$ cat config.mk
export PLATFORM = sky130hd
export DESIGN_NAME = pw_front
export DESIGN_NICKNAME = d
export VERILOG_FILES = /design/src/rtl/core/pw_pkg.sv /design/src/rtl/core/pw_front.sv
export SDC_FILE = /design/constraint.sdc
export NUM_CORES = 1
export LEC_CHECK = 0
export BUFFER_PORTS_ARGS = -buffer_cell sky130_fd_sc_hd__clkbuf_2
export CAP_MARGIN = 20
export CORE_ASPECT_RATIO = 0.75
export CORE_MARGIN = 2
export CORE_UTILIZATION = 30
export DETAILED_ROUTE_END_ITERATION = 8
export HOLD_SLACK_MARGIN = 0.12
export PLACE_DENSITY_LB_ADDON = 0.1
export SLEW_MARGIN = 20
export SYNTH_ARGS = -nofsm -noshare
export SYNTH_HDL_FRONTEND = slang
export SYNTH_SLANG_ARGS = --single-unit
$ cat constraint.sdc
create_clock -name clk -period 0.8 [get_ports clk]
set_input_delay 0.04 -clock clk [delete_from_list [all_inputs] [get_ports clk]]
set_output_delay 0.04 -clock clk [all_outputs]
set_load 0.05 [all_outputs]
$ cat src/rtl/core/pw_pkg.sv
`timescale 1ns / 1ps
package pw_pkg;

  localparam int COEF_W     = 48;
  localparam int COEF_COUNT = 8;
  localparam int IDX_W      = 4;
  localparam int COORD_W    = 9;
  localparam int CHAN_W     = 8;

  typedef enum logic {
    OP_LOAD = 1'b0,
    OP_WARP = 1'b1
  } op_t;

  // one request as it travels from the front through the queue to the back
  typedef struct packed {
    op_t                op;
    logic [COORD_W-1:0] x;
    logic [COORD_W-1:0] y;
    logic [CHAN_W-1:0]  red;
    logic [CHAN_W-1:0]  green;
    logic [CHAN_W-1:0]  blue;
  } item_t;

  // queue status seen by the front and the back
  typedef struct packed {
    logic empty;
    logic almost_full;
  } q_status_t;

endpackage

$ cat src/rtl/core/pw_front.sv
`timescale 1ns / 1ps
module pw_front #(
  parameter int SRC_WIDTH  = 512,
  parameter int SRC_HEIGHT = 512,
  parameter int OUT_WIDTH  = 512,
  parameter int OUT_HEIGHT = 512
) (
  input  logic           clk,
  input  logic           rst,
  input  logic           accept,
  input  pw_pkg::item_t  item_in,
  output logic           push,
  output pw_pkg::item_t  item_out
);

  localparam int LW = 13;

  logic [LW-1:0] xe, ye;
  logic          keep;

  assign xe = LW'(item_in.x);
  assign ye = LW'(item_in.y);

  // loads outside the source and warps outside the output raster are dropped
  always_comb begin
    unique case (item_in.op)
      pw_pkg::OP_LOAD: keep = (xe < LW'(SRC_WIDTH)) && (ye < LW'(SRC_HEIGHT));
      pw_pkg::OP_WARP: keep = (xe < LW'(OUT_WIDTH)) && (ye < LW'(OUT_HEIGHT));
      default:         keep = 1'b0;
    endcase
  end

  always_ff @(posedge clk) begin
    if (rst) begin
      push <= 1'b0;
    end else begin
      push <= accept && keep;
    end
    item_out <= item_in;
  end

endmodule

---- Word-level counts from Yosys, hierarchy flattened ----
Cells that the tools add are included.
word-level totals
  output and inout bits ................... 44
  input bits .............................. 46
  flip-flop bits (word level) ............. 44
operators by class
  reduce and logical (&&, ||, !) cells .... 2
  magnitude comparators ................... 2
operator list
  operator               number
  $lt A9 B10 Y1 const B  2
  $logic_and A1 B1 Y1    2

---- Logic depth before layout (Yosys ltp) ----
  depth in word-level cells ............... 3
  depth in mapped cells ................... 1
  mapped depth without buffers ............ 1

---- Least setup slack after synthesis ----
Ideal clock, no wire load.
  kind .................................... register to output
  start ................................... register item_out[0] (netlist name)
  end ..................................... output port item_out[0] (netlist name)
  stages on the path, launching flop included .. 1
  path slack .............................. 0.173 ns
  required time ........................... 0.760 ns
  data arrival time ....................... 0.587 ns
  path through ............................ dfxtp_1
RTL lines
  item                      RTL line        text
  start: declaration        pw_front.sv:13  output pw_pkg::item_t item_out
  start signal: assignment  pw_front.sv:39  item_out <= item_in;
No word-level cell between the ends.

---- Final worst setup path ----
  start ................................... register item_out[1] (netlist name)
  end ..................................... output port item_out[1] (netlist name)
No word-level cell between the ends.

==> results_dict.tcl <==
set metrics [dict create \
    cp_cell_sequence "clkbuf_16" \
    cp.depth 1 \
    wl_um 2880 \
    slowest_stage "dfxtp_2" \
    antenna_found_initial 0 \
    required_ps 760 \
    grt_pass1_wl_um 4290 \
    setup_tns_ps -248 \
    hold_violations 0 \
    ys_seq_area_share_pct 98.5 \
    grt_use_total_pct 17.9 \
    avgViaCountPerCell 3.82 \
    netlist.area_leader.share_pct 98.5 \
    powerDensity_mw_per_mm2 1940 \
    wire_per_inst_um 12.8 \
    final_net_count 232 \
    die-area_mm2 0.00344 \
    gp_congestion 0.610 \
    synth_area_leaders "dfxtp_1 98%, nor2b_4 1.5%" \
    cp_slowest_stage_delay_ps 350 \
    peakVddDrop_v 0.00150 \
    dr.pass1.iters 3 \
    synth_nets 91 \
    post_cts_buffers 0 \
    crit_buf_inv 1 \
    synth_warnings 0 \
    cts.sink_count 44 \
    final_cell_area_mm2 0.00250 \
    synth_area_leader_cell "dfxtp_1" \
    htreeDepth 2 \
    die_h_um 51.3 \
    finish.utilization_pct 86.5 \
    min_from "item_in[13]" \
    clock_path_buffers 2 \
    failed_checks "setup timing" \
    preCtsSetupSlack_ps 171 \
    cts_buffers 5 \
    io_buffers 89 \
    start_kind "flip-flop" \
    grt_overflow 0 \
    fin_hold_ws_ps 383 \
    cts-root-buf "clkbuf_8" \
    status "finished with violations" \
    drive_gt1_share_pct 74.9 \
    critPathMaxFanout 1 \
    drc 0 \
    min_period_ps 832 \
    cts_tree "built" \
    layout_setup_ws_ps -32.0 \
    grt_pass1_vias 977 \
    hp-class "in -> reg" \
    rsz0062_at_grt "yes" \
    vias 860 \
    place_area_mm2 0.00139 \
    path_class "reg -> out" \
    synth_seq_cells 44 \
    fmax_ghz 1.20 \
    antenna_left 0 \
    tightest_slew_ps 85.3 \
    leakage_nw 1.16 \
    synth_area_um2 895 \
    initial_utilization_pct 30.9 \
    maxCapViolCount 0 \
    netlist_instances 45 \
    synth.distinct_cells 2 \
    syn_area_per_cell_um2 19.9 \
    min_path_cells 2 \
    pin_count 90 \
    slew_viol_final 0 \
    drt_iter0_drc 9 \
    rows 17 \
    setup_viol_count_final 21 \
    n_antenna_cell 0 \
    slew_headroom_pct 94.3 \
    worstHoldEndpoint "item_out[13]" \
    clkTransAtPathRegs_ps 80 \
    area_growth_syn_to_layout_pct 180 \
    period_share_pct 104 \
    dieWidth_um 67.1 \
    grt_max_degree 13 \
    core_mm2 0.00289 \
    worst-endpoint-arrival_ps 790 \
    dpl.hpwl_um 1540 \
    critPathTopFamily "flip-flops" \
    worst_setup_path_end_kind "output pin" \
]
[layout by cell type, fill, tap and decap left out, drive strengths merged]
| cell type | count |
|---|---|
| clkbuf | 61 |
| dlygate4sd3 | 45 |
| dfxtp | 44 |
| buf | 36 |
| nor2b | 1 |
[per-stage QoR]
| step | cells | power (mW) |
|---|---|---|
| after global placement | 172 | 3.02 |
| after CTS | 225 | 4.80 |
| after floorplan | 45 | 2.81 |
| after detailed placement | 172 | 3.03 |
| final | 225 | 4.86 |
| after global routing | 225 | 5.05 |
[synth_stat cells]
master	count
dfxtp_1	44
nor2b_4	1
[layer usage]
metal / GRT usage (%) / wire length, um / vias to the layer above
met5: 0 / 0 / -
met4: 8.84 / 36 / 0
met3: 5.95 / 192 / 4
met2: 36.0 / 1720 / 45
met1: 15.2 / 929 / 393
li1: - / - / 418
[repair_timing]
item / CTS / global route
endpoints found under the hold margin: 44 / 0
hold buffers: 45 / 0
pin swaps: 0 / 0
resized for setup: 136 / 40
setup endpoints to repair: 44 / 44
[final cells by class]
cell class | instances | area [um2]
Clock buffer | 8 | 90.1
Fill cell | 141 | 389
Multi-Input combinational cell | 1 | 13.8
Sequential cell | 44 | 936
Tap cell | 38 | 47.5
Timing Repair Buffer | 134 | 1420
[cells by family (layout without fill, tap and decap cells)]
group,after synthesis,after routing,synth area share (%)
and+or+nand+nor,1,1,1.54
DFF,44,44,98.5
buffers and inverters,0,142,0
[power by group]
part           leakage, nW  total [mW]  internal (mW)  switching [mW]
clock network       0.0455        1.36          0.703           0.656
logic                0.747        1.09          0.563           0.527
registers            0.372        2.41           2.33          0.0790
[registers in the layout, indices dropped and copies added (netlist names)]
register,flops
push,1
item_out,43
[worst max path at each step]
| stage | from | end | slack, ps |
|---|---|---|---|
| 2_1_floorplan | item_out[0] | item_out[0] | 170 |
| 3_3_place_gp | item_out[13] | item_out[13] | 190 |
| 3_5_place_dp | item_out[5] | item_out[5] | 170 |
| 4_1_cts | item_out[5] | item_out[5] | -40 |
| 5_1_grt | item_out[1] | item_out[1] | -60 |
| 6_report | item_out[1] | item_out[1] | -30 |
Note: power is estimated with default switching activity, not from simulation.
