### config.mk
export PLATFORM = sky130hd
export DESIGN_NAME = pw_queue
export DESIGN_NICKNAME = d
export VERILOG_FILES = /design/src/rtl/core/pw_pkg.sv /design/src/rtl/core/pw_queue.sv
export SDC_FILE = /design/constraint.sdc
export NUM_CORES = 1
export LEC_CHECK = 0
export ABC_AREA = 0
export BUFFER_PORTS_ARGS = -buffer_cell sky130_fd_sc_hd__buf_2
export CAP_MARGIN = 20
export CELL_PAD_IN_SITES_DETAIL_PLACEMENT = 1
export CELL_PAD_IN_SITES_GLOBAL_PLACEMENT = 1
export CORE_ASPECT_RATIO = 1.5
export CORE_UTILIZATION = 50
export CTS_CLUSTER_DIAMETER = 60
export DETAILED_ROUTE_END_ITERATION = 10
export GPL_TIMING_DRIVEN = 1
export PLACE_DENSITY = 0.83
export SYNTH_ARGS = -nofsm -noshare
export SYNTH_HDL_FRONTEND = slang
export SYNTH_SLANG_ARGS = --single-unit
### constraint.sdc
create_clock -name clk -period 2.7 [get_ports clk]
set_clock_uncertainty 0.2 [all_clocks]
set_input_delay 0.27 -clock clk [delete_from_list [all_inputs] [get_ports clk]]
set_output_delay 0.27 -clock clk [all_outputs]
set_load 0.02 [all_outputs]
### src/rtl/core/pw_pkg.sv
`timescale 1ns / 1ps
package pw_pkg;

  localparam int COEF_W     = 48;
  localparam int COEF_COUNT = 8;
  localparam int IDX_W      = 4;
  localparam int COORD_W    = 9;
  localparam int CHAN_W     = 8;

  typedef enum logic {
    OP_LOAD = 1'b0,
    OP_WARP = 1'b1
  } op_t;

  // one request as it travels from the front through the queue to the back
  typedef struct packed {
    op_t                op;
    logic [COORD_W-1:0] x;
    logic [COORD_W-1:0] y;
    logic [CHAN_W-1:0]  red;
    logic [CHAN_W-1:0]  green;
    logic [CHAN_W-1:0]  blue;
  } item_t;

  // queue status seen by the front and the back
  typedef struct packed {
    logic empty;
    logic almost_full;
  } q_status_t;

endpackage

### src/rtl/core/pw_queue.sv
`timescale 1ns / 1ps
module pw_queue (
  input  logic              clk,
  input  logic              rst,
  input  logic              push,
  input  pw_pkg::item_t     push_item,
  input  logic              pop,
  output pw_pkg::item_t     head,
  output pw_pkg::q_status_t status
);

  localparam int DEPTH = 4;
  localparam int PW    = $clog2(DEPTH);

  pw_pkg::item_t mem [DEPTH];
  logic [PW-1:0] wr_ptr, rd_ptr;
  logic [PW:0]   count;
  logic          do_pop;

  assign do_pop             = pop && (count != '0);
  assign head               = mem[rd_ptr];
  assign status.empty       = (count == '0);
  assign status.almost_full = (count >= (PW+1)'(DEPTH - 2));

  // storage
  always_ff @(posedge clk) begin
    if (push) begin
      mem[wr_ptr] <= push_item;
    end
  end

  // pointers and fill level
  always_ff @(posedge clk) begin
    if (rst) begin
      wr_ptr <= '0;
      rd_ptr <= '0;
      count  <= '0;
    end else begin
      if (push) begin
        wr_ptr <= wr_ptr + PW'(1);
      end
      if (do_pop) begin
        rd_ptr <= rd_ptr + PW'(1);
      end
      count <= count + (PW+1)'(push) - (PW+1)'(do_pop);
    end
  end

endmodule

## Yosys cells after proc, flatten, opt, wreduce, memory -nomap -nowiden

Memory sizes are Yosys's and may differ from the RTL's. A register that Yosys moved wholly into a read port is not among the register bits.
Cells that the tools add are included.

| operators by class | value |
|---|---|
| muxes and demuxes | 4 |
| add/sub/neg operators | 4 |
| order comparisons | 1 |
| reductions and logical operators | 3 |

Operator list:

| cell | count |
|---|---|
| adder 2 x 1 -> 2 bit (second input constant) | 2 |
| two-way mux 2 bit | 2 |
| adder 3 x 1 -> 3 bit | 1 |
| >= comparator 3 x 2 -> 1 bit (second input constant) | 1 |
| logical NOT 3 bit | 1 |
| nonzero test 3 bit | 1 |
| subtractor 3 x 1 -> 3 bit | 1 |
| two-way mux 1 bit | 2 |
| logical AND 1 bit | 1 |

| storage, ports and cells | value |
|---|---|
| memories kept | 1 |
| register bits after elaboration | 7 |
| input bits | 47 |
| output and inout port bits | 45 |
| bits in writable memories | 172 |

Memories:

| memory | depth | width | read ports | clocked after Yosys merged registers in | wr ports | line | source |
|---|---|---|---|---|---|---|---|
| mem | 4 | 43 | 1 | 1 | 1 | pw_queue.sv:15 | `pw_pkg::item_t mem [DEPTH];` |

## Logic depth before layout (Yosys ltp)

Gate-level depths: netlist (run 1).

| logic depth | value |
|---|---|
| depth in word-level cells | 4 |
| gate-level depth with buffers | 8 |
| gate-level depth less buffers | 8 |

## Least setup slack after synthesis (run 1)

OpenSTA, ideal clock, no wires.

| timing path | value |
|---|---|
| path kind | flip-flop to flip-flop |
| from | register wr_ptr[0] |
| to | memory mem[2][0] in the netlist's numbering (enable) |
| arrival time | 1578 ps |
| slack | 518 ps |
| buffers on the path | 0 |
| cell stages (with the launch flop) | 4 |
| cell sequence | dfxtp_1 inv_1 ha_1 and2_1 |

RTL lines:

| element | line | source |
|---|---|---|
| from (decl) | pw_queue.sv:16 | `logic [PW-1:0] wr_ptr, rd_ptr;` |
| from (signal assigned) | pw_queue.sv:40 | `wr_ptr <= wr_ptr + PW'(1);` |
| to (decl) | pw_queue.sv:15 |  |

No word-level cell before the write port.

==> impl_metrics.py, run 1 <==
metrics = {
    "min_path": {
        "hp-class": "in2reg",
        "hp-start": "push",
    },
    "flow_run": {
        "max_cap_viol_count": 0,
    },
    "floorplanning": {
        "placement_rows": 51,
        "coreArea_mm2": 0.0131,
        "num_io_pins": 92,
        "initial_util_pct": 51.5,
        "dieWidth_um": 96.8,
        "fp.dieH_um": 144,
        "die_area_mm2": 0.0139,
    },
    "detailed_routing": {
        "dr_total_vias": 3297,
        "iteration_count_of_the_initial_detailed_routing_pass": 4,
        "drt-vias-per-instance": 5.51,
        "wirelength_um": 13100,
        "antenna_left": 0,
        "routedWlPerCell_um": 21.9,
        "drt-initial-drc-count": 191,
        "drc_errors": 0,
    },
    "timing": {
        "pins_over_slew_limit": 0,
        "fin_crit_sh_pct": 92.2,
        "fin_hold_viols": 0,
        "setup_viol": 0,
        "slew_hr_pct": 57.7,
        "setup_repair_after_global_routing_missed_its_margin": "false",
        "total_negative_setup_slack_ns": 0,
        "worst_pin_slew_ns": 0.635,
        "fin_hold_ws_ns": 0.0394,
        "fin_ws_ns": 0.210,
        "timing.final.crit_period_ns": 2.49,
        "maxClockFrequency_mhz": 402,
    },
    "outcome": {
        "status": "complete, no violations",
    },
    "global_route": {
        "grt_remaining_overflow": 0,
        "via_count_of_the_first_global_routing_pass": 3662,
        "antenna_found_initial": 0,
        "gr-usage-all-layers_pct": 20.0,
        "wire_length_of_the_first_global_routing_pass_um": 20200,
        "grt_start_max_net_pins": 24,
    },
    "logic_synthesis": {
        "post-synth-top-area-fraction_pct": 76.7,
        "ys.warnings.count": 0,
        "cell_count_after_synthesis": 273,
        "syn-mean-instance-area_um2": 24.7,
        "netlist.top_cell.by_area": "sky130_fd_sc_hd__edfxtp_1",
        "synth_top_cells_by_area": "sky130_fd_sc_hd__edfxtp_1, sky130_fd_sc_hd__mux4_2, sky130_fd_sc_hd__dfxtp_1",
        "synth.ff_latch_count": 181,
        "ys_types": 21,
        "synthesis.nets": 328,
        "synth_seq_area_share_pct": 79.4,
        "post_synth_instance_area_mm2": 0.00674,
    },
    "worst_setup_path": {
        "critical_path.slowest_cell": "sky130_fd_sc_hd__dfxtp_4",
        "reg2reg_to": "count[2]$_SDFF_PP0_",
        "worst-path-max-fanout": 22,
        "cp_data_arrival_time_ns": 2.02,
        "cp_data_required_time_ns": 2.23,
        "setup_crit_start_kind": "flop",
        "crit_path_max_incr_delay_ns": 0.65,
        "crit_path_end_kind": "primary output",
        "cp_cell_sequence": "buf_12 > mux4_2 > buf_2",
        "r2r_start": "count[1]$_SDFF_PP0_",
        "r2r_cells": 8,
        "timing_worst_setup_path_type": "reg2out",
        "r2r_slack_ns": 0.57,
        "endpoint": "head[20]",
    },
    "power": {
        "comb_power_share_pct": 19.9,
        "netSwitchingPower_uw": 1950,
        "power.share.sequential_pct": 47.3,
        "switching_share_pct": 27.1,
        "cell_internal_power_dissipation_uw": 5230,
        "max-vdd-ir-drop_v": 0.000503,
        "power.clock.fraction_pct": 32.8,
        "post-layout-total-power_uw": 7180,
        "power_density_mw_per_mm2": 850,
        "power.leakage_uw": 0.00292,
    },
    "place": {
        "dp_slack_ns": 0.557,
        "port_buffers": 91,
        "post-dp-hpwl_um": 8110,
        "gpl.final_weighted_congestion": 0.689,
    },
    "cells_and_area": {
        "syn_to_final_growth_pct": 25.3,
        "nNetsFinal": 481,
        "final_layout_size_suffix_gt1_share_pct": 41.2,
        "finish.utilization_pct": 64.5,
        "antenna-diode-count": 0,
    },
    "clock_network": {
        "clockRootBuffer": "sky130_fd_sc_hd__clkbuf_16",
        "worst_skew_pair.late_latency_ns": 0.41,
        "clock_tree_from_tritoncts": "built",
        "clkSinkCount": 181,
        "cts_resized": 0,
        "cts.reportedPaths.clkPinSlew_ns": 0.06,
        "tritoncts_buffers": 17,
        "cts_buffer_depth": 2,
        "htree_levels": 4,
    },
}
registers in the layout, indices dropped and copies added, names as in the netlist, named ones only:
signal and cells:
count 3, mem 172, rd_ptr 2, wr_ptr 2
power groups by stage:
| stage | Sequential (uW) | Combinational [uW] | Clock, uW |
|---|---|---|---|
| 2_1_floorplan | 3340 | 1100 | 0 |
| 3_3_place_gp | 3440 | 1360 | 0 |
| 3_5_place_dp | 3460 | 1400 | 0 |
| 4_1_cts | 3400 | 1460 | 2400 |
| 5_1_grt | 3420 | 1530 | 2490 |
| 6_report | 3390 | 1430 | 2360 |
layer usage:
metal  global-route usage (%)  vias up  share of wire, %
li1                         -     1450                 -
met1                     23.0     1740                38
met2                     36.6       95                57
met3                     4.69       12               4.1
met4                     6.91        0               1.3
met5                        0        -                 0
what timing repair did:
item,in CTS,in global routing
setup buffers,0,0
hold buffers,44,0
endpoints found under the setup margin,0,0
endpoints found under the hold margin,177,0
logic make-up (layout without fill, tap and decap cells):
group,Yosys count,after routing,share of synthesized area (%)
flops,181,181,79.4
xor+xnor,2,2,0.260
buf+inv,18,184,2.16
compound gates,3,3,0.372
simple gates,14,14,1.06
fa+ha+maj,8,8,1.60
mux,47,47,15.2
critical path, delay by kind of cell (launching register included):
| family | cells | cell delay [ns] |
|---|---|---|
| buffers and inverters | 2 | 0.42 |
| flip-flops | 1 | 0.65 |
| multiplexers | 1 | 0.53 |
cell usage after synthesis:
library cell / instances
sky130_fd_sc_hd__nor2b_1: 3
sky130_fd_sc_hd__dfxtp_1: 9
sky130_fd_sc_hd__nor2_1: 6
sky130_fd_sc_hd__fa_1: 1
sky130_fd_sc_hd__o31a_1: 1
sky130_fd_sc_hd__o311ai_0: 1
sky130_fd_sc_hd__edfxtp_1: 172
sky130_fd_sc_hd__mux2_2: 3
sky130_fd_sc_hd__ha_1: 7
sky130_fd_sc_hd__xnor2_1: 2
sky130_fd_sc_hd__buf_2: 4
sky130_fd_sc_hd__mux2i_1: 1
sky130_fd_sc_hd__nor3_1: 1
sky130_fd_sc_hd__clkbuf_1: 2
sky130_fd_sc_hd__buf_12: 4
sky130_fd_sc_hd__mux4_1: 3
sky130_fd_sc_hd__inv_1: 7
sky130_fd_sc_hd__mux4_2: 40
sky130_fd_sc_hd__o31ai_1: 1
sky130_fd_sc_hd__buf_6: 1
sky130_fd_sc_hd__and2_1: 4
worst min-delay path by stage:
stage | depth (start not counted) | end | slack, ns
after floorplan | 0 | mem[0][0]$_DFFE_PP_ | 0.17
after global placement | 1 | mem[0][20]$_DFFE_PP_ | 0.28
after detailed placement | 1 | mem[1][35]$_DFFE_PP_ | 0.29
after CTS | 3 | wr_ptr[0]$_SDFFE_PP0P_ | 0.02
after global routing | 3 | wr_ptr[0]$_SDFFE_PP0P_ | 0.06
final | 3 | wr_ptr[0]$_SDFFE_PP0P_ | 0.04
layout make-up:
| class | instances | area, um2 |
|---|---|---|
| clock inverters | 15 | 144 |
| inverters | 7 | 26.3 |
| well taps | 159 | 199 |
| fillers | 1067 | 4640 |
| repair buffers | 145 | 1050 |
| clock buffers | 17 | 425 |
| multi-input cells | 74 | 1250 |
| flip-flops and latches | 181 | 5350 |
cell usage in the layout (no fill, tap or decap), types with 2 or more instances in the layout:
cell | Yosys | routed
sky130_fd_sc_hd__clkinvlp_4 | 0 | 3
sky130_fd_sc_hd__ha_1 | 7 | 7
sky130_fd_sc_hd__nor2_1 | 6 | 6
sky130_fd_sc_hd__inv_1 | 7 | 7
sky130_fd_sc_hd__mux4_2 | 40 | 40
sky130_fd_sc_hd__dlygate4sd3_1 | 0 | 44
sky130_fd_sc_hd__nor2b_1 | 3 | 3
sky130_fd_sc_hd__xnor2_1 | 2 | 2
sky130_fd_sc_hd__mux2_2 | 3 | 3
sky130_fd_sc_hd__buf_4 | 0 | 4
sky130_fd_sc_hd__inv_8 | 0 | 3
sky130_fd_sc_hd__clkinv_2 | 0 | 2
sky130_fd_sc_hd__clkbuf_16 | 0 | 17
sky130_fd_sc_hd__edfxtp_1 | 172 | 172
sky130_fd_sc_hd__mux4_1 | 3 | 3
sky130_fd_sc_hd__buf_12 | 4 | 6
sky130_fd_sc_hd__and2_2 | 0 | 4
sky130_fd_sc_hd__dfxtp_1 | 9 | 7
sky130_fd_sc_hd__buf_2 | 4 | 91
sky130_fd_sc_hd__inv_6 | 0 | 4
through the flow:
stage               instance area, um2  std cells
CTS                               8440        598
global placement                  7430        522
global route                      8440        598
detailed placement                7430        522
finish                            8440        598
floorplan                         6740        273
Note: power is estimated with default switching activity, not from simulation.
==> run 2, diff against run 1 <==
--- a/config.mk
+++ b/config.mk
@@ -5,13 +5,14 @@
 export SDC_FILE = /design/constraint.sdc
 export NUM_CORES = 1
 export LEC_CHECK = 0
-export ABC_AREA = 0
+export ABC_AREA = 1
 export BUFFER_PORTS_ARGS = -buffer_cell sky130_fd_sc_hd__buf_2
 export CAP_MARGIN = 20
 export CELL_PAD_IN_SITES_DETAIL_PLACEMENT = 1
 export CELL_PAD_IN_SITES_GLOBAL_PLACEMENT = 1
 export CORE_ASPECT_RATIO = 1.5
-export CORE_UTILIZATION = 50
+export CORE_MARGIN = 2
+export CORE_UTILIZATION = 47
 export CTS_CLUSTER_DIAMETER = 60
 export DETAILED_ROUTE_END_ITERATION = 10
 export GPL_TIMING_DRIVEN = 1
==> impl_metrics.py, run 2 <==
metrics = {
    "detailed_routing": {
        "drt-vias-per-instance": 5.47,
        "routedWlPerCell_um": 21.8,
        "drt-met1-wl_um": 6960,
        "antenna_left": 0,
        "drt-initial-drc-count": 315,
        "wirelength_um": 18000,
        "drc_errors": 0,
        "iteration_count_of_the_initial_detailed_routing_pass": 6,
        "top_layer_used": "met4",
        "met2WireLength_um": 10000,
        "dr_total_vias": 4498,
        "wl_met3_um": 585,
    },
    "cells_and_area": {
        "nNetsFinal": 672,
        "most_used_cells_in_the_layout_excluding_fill_and_tap_cells": "sky130_fd_sc_hd__edfxtp_1, sky130_fd_sc_hd__nor2_1, sky130_fd_sc_hd__buf_2",
        "final_layout_size_suffix_gt1_share_pct": 22.5,
        "flip_flop_count_of_the_largest_register_all_copies_and_words_added": 172,
        "finish.utilization_pct": 60.6,
        "syn_to_final_growth_pct": 25.5,
        "final_common_cell": "sky130_fd_sc_hd__edfxtp_1",
        "regMostFlops": "mem",
        "top_regs": "mem x172, count x3",
        "final_design_area_no_fill_mm2": 0.00856,
    },
    "logic_synthesis": {
        "post-synth-top-area-fraction_pct": 75.7,
        "synth-compound-area-share_pct": 10.8,
        "cell_count_after_synthesis": 475,
        "post_synth_instance_area_mm2": 0.00682,
        "synth_simple_gate_area_share_pct": 5.74,
        "ys.warnings.count": 0,
        "mux_contribution_to_synthesized_area_pct": 0,
        "synth.top_cells.by_count": "sky130_fd_sc_hd__edfxtp_1, sky130_fd_sc_hd__nor2_1, sky130_fd_sc_hd__o21ai_0",
        "syn-mean-instance-area_um2": 14.4,
        "post-synth-top-count-cell": "sky130_fd_sc_hd__edfxtp_1",
        "ys_dominant_reg_cell": "sky130_fd_sc_hd__edfxtp_1",
        "largest_family_of_logic_cells_by_synthesized_area": "compound AO/OA/AOI/OAI gates",
        "synth_top_cells_by_area": "sky130_fd_sc_hd__edfxtp_1, sky130_fd_sc_hd__o21ai_0, sky130_fd_sc_hd__nor2_1",
        "synth_async_sr_flop_share_pct": 0,
        "netlist.top_cell.by_area": "sky130_fd_sc_hd__edfxtp_1",
        "synthesis.nets": 530,
        "synth_seq_area_share_pct": 78.4,
        "ys_types": 19,
        "synth.ff_latch_count": 181,
        "synth_edf_count": 172,
        "adder_and_majority_gate_portion_of_the_synthesized_area_pct": 1.58,
        "synthXorXnorAreaFrac_pct": 0.128,
    },
    "global_route": {
        "antenna_found_initial": 1,
        "grt_remaining_overflow": 0,
        "gr-usage-all-layers_pct": 24.5,
        "via_count_of_the_first_global_routing_pass": 5002,
        "wire_length_of_the_first_global_routing_pass_um": 27500,
        "grt_start_max_net_pins": 87,
    },
    "timing": {
        "total_negative_setup_slack_ns": 0,
        "timing.final.crit_period_ns": 2.46,
        "setup_repair_after_global_routing_missed_its_margin": "false",
        "fin_hold_viols": 0,
        "slew_hr_pct": 59.6,
        "pins_over_slew_limit": 0,
        "setup_viol": 0,
        "fin_crit_sh_pct": 91.2,
        "maxClockFrequency_mhz": 406,
        "fin_ws_ns": 0.237,
        "worst_pin_slew_ns": 0.605,
    },
    "floorplanning": {
        "coreArea_mm2": 0.0141,
        "die_area_mm2": 0.0155,
        "placement_rows": 53,
        "initial_util_pct": 48.3,
        "num_io_pins": 92,
        "dieWidth_um": 102,
        "fp.dieH_um": 152,
    },
    "min_path": {
        "hp-start": "push",
        "hold-path-cell-count": 3,
        "worst_hold_path.endpoint": "wr_ptr[0]$_SDFFE_PP0P_",
        "hp-class": "in2reg",
    },
    "power": {
        "power.leakage_uw": 0.00310,
        "max-vdd-ir-drop_v": 0.000552,
        "post-layout-total-power_uw": 7570,
        "power_density_mw_per_mm2": 884,
    },
    "worst_setup_path": {
        "setup_crit_start_kind": "flop",
        "critical_path.slowest_cell": "sky130_fd_sc_hd__inv_2",
        "r2r_slack_ns": 0.47,
        "worst-path-max-fanout": 31,
        "r2r_start": "count[1]$_SDFF_PP0_",
        "reg2reg_to": "count[2]$_SDFF_PP0_",
        "cp_data_arrival_time_ns": 1.99,
        "crit_path_end_kind": "primary output",
        "crit_path_max_incr_delay_ns": 0.45,
        "cp_cell_sequence": "inv_2 > buf_4 > o21ai_0 > o22ai_1 > buf_2",
        "timing_worst_setup_path_type": "reg2out",
        "r2r_cells": 11,
        "cp_data_required_time_ns": 2.23,
    },
    "clock_network": {
        "cts_buffer_depth": 2,
        "clkSinkCount": 181,
        "clock_tree_from_tritoncts": "built",
        "post-cts-setup-buffers": 0,
        "htree_levels": 4,
        "tritoncts_buffers": 17,
        "worst_skew_pair.late_latency_ns": 0.42,
        "clockRootBuffer": "sky130_fd_sc_hd__clkbuf_16",
        "cts.reportedPaths.clkPinSlew_ns": 0.07,
    },
    "place": {
        "dp_slack_ns": 0.488,
        "post-dp-hpwl_um": 10200,
        "port_buffers": 91,
        "gpl.final_weighted_congestion": 0.758,
        "placed_area_mm2": 0.00751,
    },
    "flow_run": {
        "max_cap_viol_count": 0,
    },
    "outcome": {
        "status": "complete, no violations",
    },
}
run 2: changes by cell type in the layout (fill, tap and decap cells not counted), sizes merged, moves of 4 or more:
cell	before	now
inv	14	21
o21ai	0	88
and2	4	0
mux4	43	0
a21oi	0	4
nor2	6	94
o22ai	0	43
nand2	0	9
run 2: what timing repair did:
action / CTS / global route
hold endpoints to repair: 176 / 0
hold buffers: 45 / 0
gates resized for setup: 0 / 0
run 2: cell families (layout without fill, tap and decap cells):
group / count (synthesis) / in the layout
other: 0 / 1
adder cells (fa/ha/maj): 8 / 8
AND/OR/NAND/NOR: 104 / 104
AO/OA/AOI/OAI: 136 / 136
buffers and inverters: 45 / 200
flip-flops: 181 / 181
XOR/XNOR: 1 / 1
run 2: worst max path at each step:
stage,startpoint,to,slack [ns],depth (start not counted)
finish,flop,head[13],0.24,5
global route,flop,head[39],0.11,4
CTS,flop,head[13],0.26,5
detailed placement,count[1]$_SDFF_PP0_,count[2]$_SDFF_PP0_,0.49,11
global placement,count[1]$_SDFF_PP0_,count[2]$_SDFF_PP0_,0.67,11
floorplan,count[1]$_SDFF_PP0_,count[2]$_SDFF_PP0_,0.61,11
run 2: critical path: cells and delay by family (launching register included):
kind	cells	cell delay, ns
AOI/OAI and AO/OA	2	0.30
buffers and inverters	3	0.94
DFF	1	0.33
run 2: per-stage QoR:
stage          hold slack, ns  std cells
2_1_floorplan           0.137        475
3_3_place_gp            0.268        745
3_5_place_dp            0.285        745
6_report               0.0625        823
5_1_grt                0.0752        823
4_1_cts                0.0386        822
run 2: where the power goes:
part,internal (uW),switching (uW)
sequential,3220,59.9
combinational,539,1200
clock,1460,1080
run 2: routing by layer:
layer	vias to the layer above	global-route usage, %
met1	2284	27.9
met4	0	10.0
li1	2050	-
met3	31	4.40
met2	133	44.8
met5	-	0
run 2: final cells by class:
class                   count  area [um2]
inverters                  19        71.3
clock buffers              17         425
clock inverters            15         179
repair buffers            149        1050
well taps                 192         240
fillers                  1393        5560
multi-input cells         249        1240
diodes                      1        2.50
flip-flops and latches    181        5350
==> run 3, diff against run 2 <==
--- a/config.mk
+++ b/config.mk
@@ -15,7 +15,7 @@
 export CORE_UTILIZATION = 47
 export CTS_CLUSTER_DIAMETER = 60
 export DETAILED_ROUTE_END_ITERATION = 10
-export GPL_TIMING_DRIVEN = 1
+export GPL_TIMING_DRIVEN = 0
 export PLACE_DENSITY = 0.83
 export SYNTH_ARGS = -nofsm -noshare
 export SYNTH_HDL_FRONTEND = slang
==> impl_metrics.py, run 3 (synthesis results as in run 2) <==
metrics = {
    "cells_and_area": {
        "top_regs": "mem x172, count x3",
        "nNetsFinal": 690,
        "final_design_area_no_fill_mm2": 0.00863,
        "flip_flop_count_of_the_largest_register_all_copies_and_words_added": 172,
        "most_used_cells_in_the_layout_excluding_fill_and_tap_cells": "sky130_fd_sc_hd__edfxtp_1, sky130_fd_sc_hd__buf_2, sky130_fd_sc_hd__nor2_1",
        "fillCellCount": 1396,
        "syn_to_final_growth_pct": 26.4,
        "regMostFlops": "mem",
        "final_layout_size_suffix_gt1_share_pct": 22.8,
        "final_common_cell": "sky130_fd_sc_hd__edfxtp_1",
        "antenna-diode-count": 0,
    },
    "worst_setup_path": {
        "crit_path_end_kind": "primary output",
        "cp_data_required_time_ns": 2.23,
        "cp_data_arrival_time_ns": 2.14,
        "r2r_cells": 11,
        "setup_crit_start_kind": "flop",
        "critical_path.slowest_cell": "sky130_fd_sc_hd__clkbuf_1",
        "r2r_start": "count[1]$_SDFF_PP0_",
        "timing_worst_setup_path_type": "reg2out",
        "cp_cell_sequence": "inv_2 > clkbuf_1 > o21ai_0 > o22ai_1 > buf_2",
        "r2r_slack_ns": 0.56,
        "crit_path_max_incr_delay_ns": 0.45,
        "worst-path-max-fanout": 10,
        "reg2reg_to": "count[2]$_SDFF_PP0_",
    },
    "clock_network": {
        "post-cts-setup-buffers": 0,
        "clkSinkCount": 181,
        "tritoncts_buffers": 17,
        "clockRootBuffer": "sky130_fd_sc_hd__clkbuf_16",
        "worst_skew_pair.late_latency_ns": 0.43,
        "cts_resized": 0,
        "postCtsHoldBufs": 46,
        "cts.reportedPaths.clkPinSlew_ns": 0.07,
        "cts_buffer_depth": 2,
        "clock_tree_from_tritoncts": "built",
        "htree_levels": 4,
    },
    "floorplanning": {
        "placement_rows": 53,
        "coreArea_mm2": 0.0141,
        "num_io_pins": 92,
        "die_area_mm2": 0.0155,
        "dieWidth_um": 102,
        "fp.dieH_um": 152,
        "initial_util_pct": 48.3,
    },
    "power": {
        "power_density_mw_per_mm2": 876,
        "power.leakage_uw": 0.00314,
        "post-layout-total-power_uw": 7550,
        "max-vdd-ir-drop_v": 0.000504,
    },
    "timing": {
        "fin_crit_sh_pct": 96.7,
        "pins_over_slew_limit": 0,
        "fin_hold_ws_ns": 0.352,
        "maxClockFrequency_mhz": 383,
        "timing.final.crit_period_ns": 2.61,
        "fin_hold_viols": 0,
        "slew_hr_pct": 58.3,
        "setup_viol": 0,
        "setup_repair_after_global_routing_missed_its_margin": "false",
        "worst_pin_slew_ns": 0.624,
    },
    "global_route": {
        "gr-usage-all-layers_pct": 24.9,
        "grt_start_max_net_pins": 27,
        "via_count_of_the_first_global_routing_pass": 5110,
        "wire_length_of_the_first_global_routing_pass_um": 28100,
        "antenna_found_initial": 0,
        "grt_remaining_overflow": 0,
    },
    "detailed_routing": {
        "antenna_left": 0,
        "routedWlPerCell_um": 22.0,
        "dr_total_vias": 4645,
        "drt-vias-per-instance": 5.53,
        "iteration_count_of_the_initial_detailed_routing_pass": 5,
        "drc_errors": 0,
        "drt-initial-drc-count": 318,
        "wirelength_um": 18500,
    },
    "place": {
        "placed_area_mm2": 0.00760,
        "port_buffers": 91,
        "gpl.final_weighted_congestion": 0.745,
        "post-dp-hpwl_um": 10800,
    },
    "flow_run": {
        "max_cap_viol_count": 0,
    },
    "min_path": {
        "hp-start": "rd_ptr[1]$_SDFFE_PP0P_",
        "hold-path-cell-count": 2,
        "hp-class": "reg2reg",
        "worst_hold_path.endpoint": "rd_ptr[1]$_SDFFE_PP0P_",
    },
    "outcome": {
        "status": "complete, no violations",
    },
}
run 3: layer usage:
layer / wire (um) / GRT usage, % / up-vias / part of all wire [%]
met1: 7170 / 28.8 / 2367 / 39
met5: 0 / 0 / - / 0
met3: 747 / 5.32 / 42 / 4.0
met2: 10100 / 44.8 / 159 / 55
li1: - / - / 2077 / -
met4: 452 / 9.27 / 0 / 2.4
run 3: worst max path at each step:
stage	start	end
4_1_cts	flop	head[12]
6_report	flop	head[12]
2_1_floorplan	count[1]$_SDFF_PP0_	count[2]$_SDFF_PP0_
3_3_place_gp	wr_ptr[0]$_SDFFE_PP0P_	mem[0][34]$_DFFE_PP_
3_5_place_dp	count[1]$_SDFF_PP0_	count[2]$_SDFF_PP0_
5_1_grt	flop	head[6]
run 3: layout make-up:
type                       count  area (um2)  area share [%]
buffer                        26         160            1.86
clock inverter                15         143            1.65
sequential                   181        5350            62.0
multi-input combinational    249        1240            14.4
timing repair buffer         141         996            11.5
clock buffer                  17         425            4.93
inverter                      19        71.3           0.827
tap                          192         240            2.79
run 3: worst max-delay path, delay by kind of cell (launching register included):
kind	cells	cell delay [ns]
AOI/OAI and AO/OA	2	0.49
buffers and inverters	3	0.82
DFF	1	0.40
run 3: per-stage QoR:
stage | setup WS (ns) | util [%] | std cells | setup TNS [ns]
2_1_floorplan | 0.607 | - | 475 | 0
3_3_place_gp | -0.0201 | 53.2 | 758 | -0.943
3_5_place_dp | 0.559 | 53.8 | 762 | 0
4_1_cts | 0.146 | 61.1 | 840 | 0
5_1_grt | 0.0169 | 61.1 | 840 | 0
6_report | 0.0889 | 61.1 | 840 | 0
run 3: report_power, final:
part	internal, uW	leakage, uW	switching [uW]	total [uW]
clock	1300	0.000275	1130	2430
combinational	591	0.00121	1240	1830
sequential	3220	0.00165	66.5	3290
total	5110	0.00314	2440	7550
